[src/hw/rtl/dst_change_tracker_macros.svh]
// Assertion macros for the DST change tracker.
// Included by RTL files that carry concurrent checks; no other dependencies.
`ifndef DST_CHANGE_TRACKER_MACROS_SVH
`define DST_CHANGE_TRACKER_MACROS_SVH
`ifndef SYNTHESIS
// plain property, checked out of reset
`define DCT_ASSERT(lbl, clk, rstn, prop, msg) \
  lbl: assert property (@(posedge clk) disable iff (!rstn) prop) else $error(msg);
// condition in one cycle implies a consequence in the next
`define DCT_ASSERT_NEXT(lbl, clk, rstn, ante, cons, msg) \
  lbl: assert property (@(posedge clk) disable iff (!rstn) ante |=> cons) else $error(msg);
`else
`define DCT_ASSERT(lbl, clk, rstn, prop, msg)
`define DCT_ASSERT_NEXT(lbl, clk, rstn, ante, cons, msg)
`endif
`endif

[src/hw/rtl/dct_pkg.sv]
// Shared types, constants and calendar helpers for the DST change tracker.
// No dependencies; imported by the controller, datapath and top level.
`default_nettype none

package dct_pkg;

  localparam int unsigned YEAR_W = 12;
  typedef logic [YEAR_W-1:0] year_t;

  // op codes
  localparam logic OP_RESYNC = 1'b0;
  localparam logic OP_TICK   = 1'b1;

  // change codes
  localparam logic [1:0] CHG_NONE = 2'd0;
  localparam logic [1:0] CHG_RISE = 2'd1;
  localparam logic [1:0] CHG_FALL = 2'd2;

  // config register indexes
  localparam logic [1:0] CFG_REF_START = 2'd0;
  localparam logic [1:0] CFG_REF_END   = 2'd1;
  localparam logic [1:0] CFG_DST_OFF   = 2'd2;
  localparam logic [1:0] CFG_STD_OFF   = 2'd3;

  localparam logic [31:0] SEC_364D   = 32'd31449600;
  localparam logic [31:0] SEC_7D     = 32'd604800;
  localparam logic [31:0] SEC_YEAR   = 32'd31536000;
  localparam logic [31:0] SEC_LEAP   = 32'd31622400;
  localparam logic [31:0] TIME_MAX   = 32'hFFFF_FFFF;

  localparam year_t YEAR_EPOCH   = 12'd1970;
  localparam year_t YEAR_CENTURY = 12'd2100;
  localparam year_t BIAS_LO      = 12'd16;
  localparam year_t BIAS_HI      = 12'd22;

  localparam logic [14:0] WEEK_MOD  = 15'd56;
  localparam logic [14:0] WEEK_WIN  = 15'd10;
  // floor(2^16/56); estimate is exact or one low for 10*B below 2^15
  localparam logic [25:0] WEEK_RECIP = 26'd1170;

  localparam logic [31:0] RST_START = 32'd1489284000;
  localparam logic [31:0] RST_END   = 32'd1478397600;
  localparam logic signed [16:0] RST_DST_OFF = -17'sd14400;
  localparam logic signed [16:0] RST_STD_OFF = -17'sd18000;

  typedef struct packed {
    logic load_item;
    logic sel_end;
    logic set_rise;
    logic set_fall;
    logic set_sync_off;
    logic set_flag;
    logic adv_init;
    logic year_step;
    logic adv_finish;
    logic load_out;
  } dct_cmd_t;

  typedef struct packed {
    logic op;
    logic ge_start;
    logic ge_end;
    logic ge_sel;
    logic year_found;
  } dct_stat_t;

  // 32-bit UTC seconds only reach 2106: 2100 is the one non-leap century year in range
  function automatic logic is_leap(input year_t year);
    return (year[1:0] == 2'b00) && (year != YEAR_CENTURY);
  endfunction

  function automatic logic [31:0] year_secs(input year_t year);
    return is_leap(year) ? SEC_LEAP : SEC_YEAR;
  endfunction

  // extra week when a multiple of 56 falls in (10*B - 10, 10*B]
  function automatic logic week_due(input year_t year);
    year_t       b;
    logic [14:0] x;
    logic [25:0] prod;
    logic [8:0]  q;
    logic [14:0] r;
    b    = (year < YEAR_CENTURY) ? year - BIAS_LO : year - BIAS_HI;
    x    = (15'(b) << 3) + (15'(b) << 1);
    prod = 26'(x) * WEEK_RECIP;
    q    = prod[24:16];
    r    = x - ((15'(q) << 6) - (15'(q) << 3));
    if (r >= WEEK_MOD) begin
      r = r - WEEK_MOD;
    end
    return r < WEEK_WIN;
  endfunction

endpackage

`default_nettype wire

[src/hw/rtl/dst_change_tracker.sv]
// A tick with no change goes straight to its result; a tick that fires advances one
// instant. A resync advances each instant until it passes the current time, up to
// 2*MAX_ADVANCES advances in all. An advance walks the years up from 1970 to the year
// reached (at most 2106), one year subtracted per cycle.
// One item at a time; a new item is accepted while the previous result waits to be taken.
// Async active-low reset restores reference instants, reset offsets and zero current offset.
`default_nettype none

module dst_change_tracker import dct_pkg::*; #(
  parameter int unsigned MAX_ADVANCES = 255
) (
  input  wire logic               clk_i,
  input  wire logic               rst_ni,
  input  wire logic               cfg_we_i,
  input  wire logic [1:0]         cfg_idx_i,
  input  wire logic [31:0]        cfg_wdata_i,
  input  wire logic               in_valid_i,
  output logic                    in_ready_o,
  input  wire logic               op_i,
  input  wire logic [31:0]        current_time_i,
  output logic                    out_valid_o,
  input  wire logic               out_ready_i,
  output logic [1:0]              change_o,
  output logic signed [16:0]      utc_offset_o,
  output logic [31:0]             next_start_o,
  output logic [31:0]             next_end_o,
  output logic                    limit_hit_o
);

  dct_cmd_t  cmd;
  dct_stat_t stat;

  dct_ctrl #(
    .MAX_ADVANCES (MAX_ADVANCES)
  ) u_ctrl (
    .clk_i       (clk_i),
    .rst_ni      (rst_ni),
    .in_valid_i  (in_valid_i),
    .in_ready_o  (in_ready_o),
    .out_valid_o (out_valid_o),
    .out_ready_i (out_ready_i),
    .stat_i      (stat),
    .cmd_o       (cmd)
  );

  dct_datapath u_dp (
    .clk_i          (clk_i),
    .rst_ni         (rst_ni),
    .cfg_we_i       (cfg_we_i),
    .cfg_idx_i      (cfg_idx_i),
    .cfg_wdata_i    (cfg_wdata_i),
    .op_i           (op_i),
    .current_time_i (current_time_i),
    .cmd_i          (cmd),
    .stat_o         (stat),
    .change_o       (change_o),
    .utc_offset_o   (utc_offset_o),
    .next_start_o   (next_start_o),
    .next_end_o     (next_end_o),
    .limit_hit_o    (limit_hit_o)
  );

endmodule

`default_nettype wire

[src/hw/rtl/dct_datapath.sv]
// Datapath: tracked instants, offsets, the advance unit (year walk) and result registers.
// Depends on dct_pkg; driven by dct_ctrl through dct_cmd_t, reports dct_stat_t.
`default_nettype none

module dct_datapath import dct_pkg::*; (
  input  wire logic               clk_i,
  input  wire logic               rst_ni,
  input  wire logic               cfg_we_i,
  input  wire logic [1:0]         cfg_idx_i,
  input  wire logic [31:0]        cfg_wdata_i,
  input  wire logic               op_i,
  input  wire logic [31:0]        current_time_i,
  input  wire dct_cmd_t           cmd_i,
  output dct_stat_t               stat_o,
  output logic [1:0]              change_o,
  output logic signed [16:0]      utc_offset_o,
  output logic [31:0]             next_start_o,
  output logic [31:0]             next_end_o,
  output logic                    limit_hit_o
);

  logic [31:0]        start_q, start_d;
  logic [31:0]        end_q, end_d;
  logic signed [16:0] offset_q, offset_d;
  logic signed [16:0] dst_off_q, dst_off_d;
  logic signed [16:0] std_off_q, std_off_d;

  logic [31:0] now_q, now_d;
  logic        op_q, op_d;
  logic [31:0] acc_q, acc_d;
  logic [31:0] rem_q, rem_d;
  year_t       year_q, year_d;
  logic        flag_q, flag_d;
  logic [1:0]  chg_q, chg_d;

  logic [31:0] inst;
  logic [32:0] sum_init;
  logic [32:0] sum_week;
  logic [31:0] ylen;
  logic [31:0] adv_res;

  assign inst     = cmd_i.sel_end ? end_q : start_q;
  assign ylen     = year_secs(year_q);
  assign sum_init = {1'b0, inst} + {1'b0, SEC_364D};
  assign sum_week = {1'b0, acc_q} + {1'b0, SEC_7D};
  assign adv_res  = week_due(year_q) ? (sum_week[32] ? TIME_MAX : sum_week[31:0]) : acc_q;

  assign stat_o.op         = op_q;
  assign stat_o.ge_start   = now_q >= start_q;
  assign stat_o.ge_end     = now_q >= end_q;
  assign stat_o.ge_sel     = now_q >= inst;
  assign stat_o.year_found = rem_q < ylen;

  always_comb begin
    start_d   = start_q;
    end_d     = end_q;
    offset_d  = offset_q;
    dst_off_d = dst_off_q;
    std_off_d = std_off_q;
    now_d     = now_q;
    op_d      = op_q;
    acc_d     = acc_q;
    rem_d     = rem_q;
    year_d    = year_q;
    flag_d    = flag_q;
    chg_d     = chg_q;

    if (cfg_we_i) begin
      unique case (cfg_idx_i)
        CFG_REF_START: start_d   = cfg_wdata_i;
        CFG_REF_END:   end_d     = cfg_wdata_i;
        CFG_DST_OFF:   dst_off_d = cfg_wdata_i[16:0];
        CFG_STD_OFF:   std_off_d = cfg_wdata_i[16:0];
        default: ;
      endcase
    end

    if (cmd_i.load_item) begin
      now_d  = current_time_i;
      op_d   = op_i;
      flag_d = 1'b0;
      chg_d  = CHG_NONE;
    end
    if (cmd_i.set_rise) begin
      chg_d    = CHG_RISE;
      offset_d = dst_off_q;
    end
    if (cmd_i.set_fall) begin
      chg_d    = CHG_FALL;
      offset_d = std_off_q;
    end
    if (cmd_i.set_sync_off) begin
      offset_d = (start_q >= end_q) ? dst_off_q : std_off_q;
    end
    if (cmd_i.set_flag) begin
      flag_d = 1'b1;
    end
    if (cmd_i.adv_init) begin
      acc_d  = sum_init[32] ? TIME_MAX : sum_init[31:0];
      rem_d  = sum_init[32] ? TIME_MAX : sum_init[31:0];
      year_d = YEAR_EPOCH;
      if (sum_init[32] || (inst == TIME_MAX)) begin
        flag_d = 1'b1;
      end
    end
    if (cmd_i.year_step) begin
      rem_d  = rem_q - ylen;
      year_d = year_q + 1'b1;
    end
    if (cmd_i.adv_finish) begin
      if (week_due(year_q) && sum_week[32]) begin
        flag_d = 1'b1;
      end
      if (cmd_i.sel_end) begin
        end_d = adv_res;
      end else begin
        start_d = adv_res;
      end
    end
  end

  always_ff @(posedge clk_i or negedge rst_ni) begin
    if (!rst_ni) begin
      start_q   <= RST_START;
      end_q     <= RST_END;
      offset_q  <= '0;
      dst_off_q <= RST_DST_OFF;
      std_off_q <= RST_STD_OFF;
    end else begin
      start_q   <= start_d;
      end_q     <= end_d;
      offset_q  <= offset_d;
      dst_off_q <= dst_off_d;
      std_off_q <= std_off_d;
    end
  end

  // working and result registers, qualified by controller state
  always_ff @(posedge clk_i) begin
    now_q  <= now_d;
    op_q   <= op_d;
    acc_q  <= acc_d;
    rem_q  <= rem_d;
    year_q <= year_d;
    flag_q <= flag_d;
    chg_q  <= chg_d;
    if (cmd_i.load_out) begin
      change_o     <= chg_q;
      utc_offset_o <= offset_q;
      next_start_o <= start_q;
      next_end_o   <= end_q;
      limit_hit_o  <= flag_q;
    end
  end

endmodule

`default_nettype wire

[src/hw/rtl/dct_ctrl.sv]
// Controller FSM: sequences tick/resync handling, advance counts and the result beat.
// Depends on dct_pkg and dst_change_tracker_macros.svh; commands dct_datapath.
`default_nettype none
`include "dst_change_tracker_macros.svh"

module dct_ctrl import dct_pkg::*; #(
  parameter int unsigned MAX_ADVANCES = 255
) (
  input  wire logic      clk_i,
  input  wire logic      rst_ni,
  input  wire logic      in_valid_i,
  output logic           in_ready_o,
  output logic           out_valid_o,
  input  wire logic      out_ready_i,
  input  wire dct_stat_t stat_i,
  output dct_cmd_t       cmd_o
);

  localparam int unsigned CntW = $clog2(MAX_ADVANCES + 1);
  localparam logic [CntW-1:0] CntMax = CntW'(MAX_ADVANCES);

  localparam logic [2:0] S_IDLE     = 3'd0;
  localparam logic [2:0] S_DISPATCH = 3'd1;
  localparam logic [2:0] S_RS_CHK   = 3'd2;
  localparam logic [2:0] S_ADV_INIT = 3'd3;
  localparam logic [2:0] S_YEAR     = 3'd4;
  localparam logic [2:0] S_WEEK     = 3'd5;
  localparam logic [2:0] S_FIN      = 3'd6;

  logic [2:0]      state_q, state_d;
  logic            sel_q, sel_d;
  logic [CntW-1:0] n_q, n_d;
  logic            out_valid_q, out_valid_d;

  assign out_valid_o = out_valid_q;

  always_comb begin
    cmd_o         = '0;
    cmd_o.sel_end = sel_q;
    state_d       = state_q;
    sel_d         = sel_q;
    n_d           = n_q;
    in_ready_o    = 1'b0;

    unique case (state_q)
      S_IDLE: begin
        in_ready_o = 1'b1;
        if (in_valid_i) begin
          cmd_o.load_item = 1'b1;
          state_d         = S_DISPATCH;
        end
      end
      S_DISPATCH: begin
        if (stat_i.op == OP_TICK) begin
          priority if (stat_i.ge_start) begin
            cmd_o.set_rise = 1'b1;
            sel_d          = 1'b0;
            state_d        = S_ADV_INIT;
          end else if (stat_i.ge_end) begin
            cmd_o.set_fall = 1'b1;
            sel_d          = 1'b1;
            state_d        = S_ADV_INIT;
          end else begin
            state_d = S_FIN;
          end
        end else begin
          sel_d   = 1'b0;
          n_d     = '0;
          state_d = S_RS_CHK;
        end
      end
      S_RS_CHK: begin
        if (stat_i.ge_sel && (n_q < CntMax)) begin
          n_d     = n_q + 1'b1;
          state_d = S_ADV_INIT;
        end else begin
          cmd_o.set_flag = stat_i.ge_sel;
          if (!sel_q) begin
            sel_d = 1'b1;
            n_d   = '0;
          end else begin
            cmd_o.set_sync_off = 1'b1;
            state_d            = S_FIN;
          end
        end
      end
      S_ADV_INIT: begin
        cmd_o.adv_init = 1'b1;
        state_d        = S_YEAR;
      end
      S_YEAR: begin
        if (stat_i.year_found) begin
          state_d = S_WEEK;
        end else begin
          cmd_o.year_step = 1'b1;
        end
      end
      S_WEEK: begin
        cmd_o.adv_finish = 1'b1;
        state_d          = (stat_i.op == OP_TICK) ? S_FIN : S_RS_CHK;
      end
      S_FIN: begin
        if (!out_valid_q || out_ready_i) begin
          cmd_o.load_out = 1'b1;
          state_d        = S_IDLE;
        end
      end
      default: state_d = S_IDLE;
    endcase

    out_valid_d = cmd_o.load_out ? 1'b1 : (out_ready_i ? 1'b0 : out_valid_q);
  end

  always_ff @(posedge clk_i or negedge rst_ni) begin
    if (!rst_ni) begin
      state_q     <= S_IDLE;
      sel_q       <= 1'b0;
      n_q         <= '0;
      out_valid_q <= 1'b0;
    end else begin
      state_q     <= state_d;
      sel_q       <= sel_d;
      n_q         <= n_d;
      out_valid_q <= out_valid_d;
    end
  end

  `DCT_ASSERT_NEXT(a_accept_leaves_idle, clk_i, rst_ni, in_valid_i && in_ready_o, state_q == S_DISPATCH, "accepted beat did not start processing")
  `DCT_ASSERT(a_cnt_bound, clk_i, rst_ni, n_q <= CntMax, "advance count beyond limit")
  `DCT_ASSERT(a_no_overwrite, clk_i, rst_ni, cmd_o.load_out |-> (!out_valid_q || out_ready_i), "result overwritten before taken")
  `DCT_ASSERT_NEXT(a_year_exit, clk_i, rst_ni, state_q == S_YEAR, state_q == S_YEAR || state_q == S_WEEK, "year walk left early")

endmodule

`default_nettype wire

[config.mk]
export PLATFORM = sky130hd
export DESIGN_NAME = dst_change_tracker
export DESIGN_NICKNAME = d
export VERILOG_FILES = /design/src/hw/rtl/dct_pkg.sv /design/src/hw/rtl/dst_change_tracker.sv /design/src/hw/rtl/dct_datapath.sv /design/src/hw/rtl/dct_ctrl.sv
export VERILOG_INCLUDE_DIRS = /design/src /design/src/hw/rtl
export SDC_FILE = /design/constraint.sdc
export NUM_CORES = 1
export LEC_CHECK = 0
export ABC_CLOCK_PERIOD_IN_PS = 18200
export BUFFER_PORTS_ARGS = -buffer_cell sky130_fd_sc_hd__buf_2
export CAP_MARGIN = 30
export CORE_MARGIN = 1.5
export CORE_UTILIZATION = 30
export DETAILED_ROUTE_END_ITERATION = 6
export GPL_TIMING_DRIVEN = 0
export SETUP_SLACK_MARGIN = 0.15
export SYNTH_ARGS = -nofsm -noshare
export SYNTH_HDL_FRONTEND = slang
export SYNTH_SLANG_ARGS = --single-unit
export TNS_END_PERCENT = 10
[constraint.sdc]
create_clock -name clk_i -period 18.2 [get_ports clk_i]
set_clock_uncertainty 0.05 [all_clocks]
set_input_delay 0.91 -clock clk_i [delete_from_list [all_inputs] [get_ports clk_i]]
set_output_delay 0.91 -clock clk_i [all_outputs]
set_load 0.02 [all_outputs]
==> results.py <==
metrics = {
    "timing": {
        "hold_viol": 0,
        "holdWs_ns": 0.313,
        "relSlewSlack_pct": 32.8,
        "fin_crit_sh_pct": 63.6,
        "finalMaxSlewViolations": 0,
        "worst_pin_slew_ns": 1.01,
        "setup_viol": 0,
        "rsz0062_at_grt": "no",
        "clock.fmax_mhz": 86.3,
        "tns_ns": 0,
        "min_period_ns": 11.58,
    },
    "detailed_routing": {
        "ant_nets": 0,
        "wirelength_um": 61700,
        "via_count": 16407,
        "first_pass_iters": 6,
        "avgViaCountPerCell": 5.17,
        "drc": 0,
        "wl_per_cell_um": 19.4,
        "drt_iter0_drc": 1263,
    },
    "die": {
        "die_area_um2": 71100,
        "core_um2": 68700,
        "initial_core_util_pct": 30.4,
        "fp.dieH_um": 267,
        "io_pins": 158,
        "rows": 96,
        "dieWidth_um": 267,
    },
    "global_routing": {
        "grt_pass1_vias": 16526,
        "overflow": 0,
        "grt_pass1_wl_um": 94300,
        "antenna_found_initial": 2,
        "grt_max_degree": 68,
        "grt_use_total_pct": 17.0,
    },
    "synth": {
        "synthMuxAreaShare_pct": 4.27,
        "ys_warn_count": 0,
        "yosysSeqAreaShare_pct": 42.7,
        "synth_area_leaders": "edfxtp_1 27%, ha_1 14%, dfrtp_1 10%",
        "synth-async-reset-ratio_pct": 40.4,
        "synthCells": 2017,
        "synth_area_um2": 20900,
        "synth_compound_area_share_pct": 16.9,
        "synth_simple_gate_area_share_pct": 11.7,
        "ys_types": 85,
        "synth_top_cell_by_area": "edfxtp_1",
        "yosys.area.top_type_share_pct": 26.8,
        "synth-edff-count": 186,
        "syn-num-nets": 2340,
        "ys_ff_latch": 317,
        "synth_flop_cell": "edfxtp_1",
        "avgSynthCellArea_um2": 10.3,
        "synthAdderAreaFrac_pct": 15.9,
        "synth_top_family_by_area": "compound AO/OA/AOI/OAI gates",
        "synth-xor-area-share_pct": 4.15,
    },
    "worst_setup_path": {
        "worstPathArrival_ns": 11.95,
        "crit_slowest_cell": "nor4_2",
        "path_buf_inv": 7,
        "path_delay_family": "compound AO/OA/AOI/OAI gates",
        "critical-path-max-stage-delay_ns": 0.62,
        "worstPathRequired_ns": 18.57,
        "critPathLaunchType": "register",
        "path_class": "register to register",
        "crit_path_end_kind": "register",
        "cp_max_fo": 10,
    },
    "clocking": {
        "insertion_delay_ns": 0.54,
        "post_cts_resized": 0,
        "cts_max_level": 2,
        "numCtsBuffers": 36,
        "cts_setup_buffers": 0,
        "cts_tree": "done",
        "clock_sink_count": 317,
        "cts-root-buf": "clkbuf_16",
        "cts_buffer_depth": 3,
        "clkTransAtPathRegs_ns": 0.06,
        "hold_buffers": 0,
    },
    "cells_and_area": {
        "drive_gt1_share_pct": 15.6,
        "nets": 2539,
        "fin_cells": 3176,
        "syn2layout_area_growth_pct": 15.6,
        "final_area_um2": 24100,
        "fill_cells": 6939,
    },
    "outcome": {
        "status": "finished clean",
    },
    "hold_path": {
        "hold_path.class": "primary input to async pin",
    },
    "flow_run": {
        "maxCapViolCount": 0,
    },
    "place": {
        "gp_congestion": 0.957,
        "place_area_um2": 22900,
        "dp_hpwl_um": 48000,
        "portBuffers": 157,
        "dp_cells": 3109,
    },
}
metal layers:
metal,vias up,global-route usage (%),share of wire (%)
li1,7775,-,-
met1,8000,20.8,41
met2,496,29.9,49
met3,136,1.84,5.1
met4,0,8.12,4.8
met5,-,0,0
final timing paths:
kind,startpoint,to,slack (ns),cells after the start
setup / recovery,u_dp.year_q[9],u_dp.end_q[16],6.62,45
hold / removal,rst_ni,u_dp.offset_q[3],0.31,1
setup reg to reg,u_dp.year_q[9],u_dp.end_q[16],6.62,45
hold reg to reg,u_dp.offset_q[15],u_dp.utc_offset_o[15],0.39,0
max in group asynchronous,rst_ni,u_dp.start_q[27],16.95,2
min in group clk_i,u_dp.offset_q[15],u_dp.utc_offset_o[15],0.39,0
state kept, by name, summed over array words and instances (netlist names), 25 cells and up:
register	flops
u_dp.acc_q	32
u_dp.end_q	32
u_dp.next_end_o	32
u_dp.next_start_o	32
u_dp.now_q	32
u_dp.start_q	32
u_dp.rem_q	25
layout make-up:
| cell class | count | area [µm²] | share of cell area, % |
|---|---|---|---|
| antenna | 1 | 2.50 | 0.0104 |
| buffer | 69 | 308 | 1.28 |
| clock buffer | 52 | 1020 | 4.24 |
| clock inverter | 14 | 156 | 0.649 |
| inverter | 166 | 623 | 2.58 |
| multi-input combinational | 1465 | 11000 | 45.8 |
| sequential | 317 | 8900 | 36.9 |
| tap | 931 | 1160 | 4.83 |
| timing repair buffer | 161 | 890 | 3.69 |
Yosys cell counts, types with 46 or more instances:
cell	number
a21o_1	74
a21oi_1	151
clkbuf_1	49
dfrtp_1	85
edfxtp_1	186
ha_1	230
inv_1	166
mux2i_1	46
nand2_1	107
nor2_1	162
o21ai_0	89
xnor2_1	59
cells by family (layout without fill, tap and decap cells):
logic type / Yosys count / in the layout
muxes: 84 / 84
adders and majority gates: 252 / 252
and+or+nand+nor: 500 / 500
xor gates and xnor gates: 97 / 97
other: 0 / 1
DFF: 317 / 317
buffers and inverters: 235 / 462
AOI/OAI and AO/OA: 532 / 532
cells in the final DEF (no fill, tap or decap), drive strengths merged, types with 30 or more instances in the layout:
| cell type | Yosys | final |
|---|---|---|
| ha | 230 | 230 |
| edfxtp | 186 | 186 |
| buf | 20 | 181 |
| inv | 166 | 169 |
| nor2 | 162 | 162 |
| a21oi | 151 | 151 |
| nand2 | 109 | 109 |
| clkbuf | 49 | 101 |
| o21ai | 99 | 99 |
| dfrtp | 85 | 85 |
| a21o | 74 | 74 |
| xnor2 | 61 | 61 |
| mux2i | 47 | 47 |
| dfstp | 43 | 43 |
| nor3 | 39 | 39 |
| a211oi | 39 | 39 |
| mux2 | 37 | 37 |
| xor2 | 36 | 36 |
| nand3 | 33 | 33 |
| nand2b | 32 | 32 |
| nand4 | 30 | 30 |
stage by stage:
step                      util (%)  setup slack (ns)
final                         35.1              6.62
after global routing          35.1              5.79
after CTS                     35.1              6.58
after detailed placement      33.4              6.64
after global placement        33.2              6.84
after floorplan                  -              8.51
Power is not shown: default switching activity piles up to over one toggle a cycle in this logic, so the estimate is an artifact.
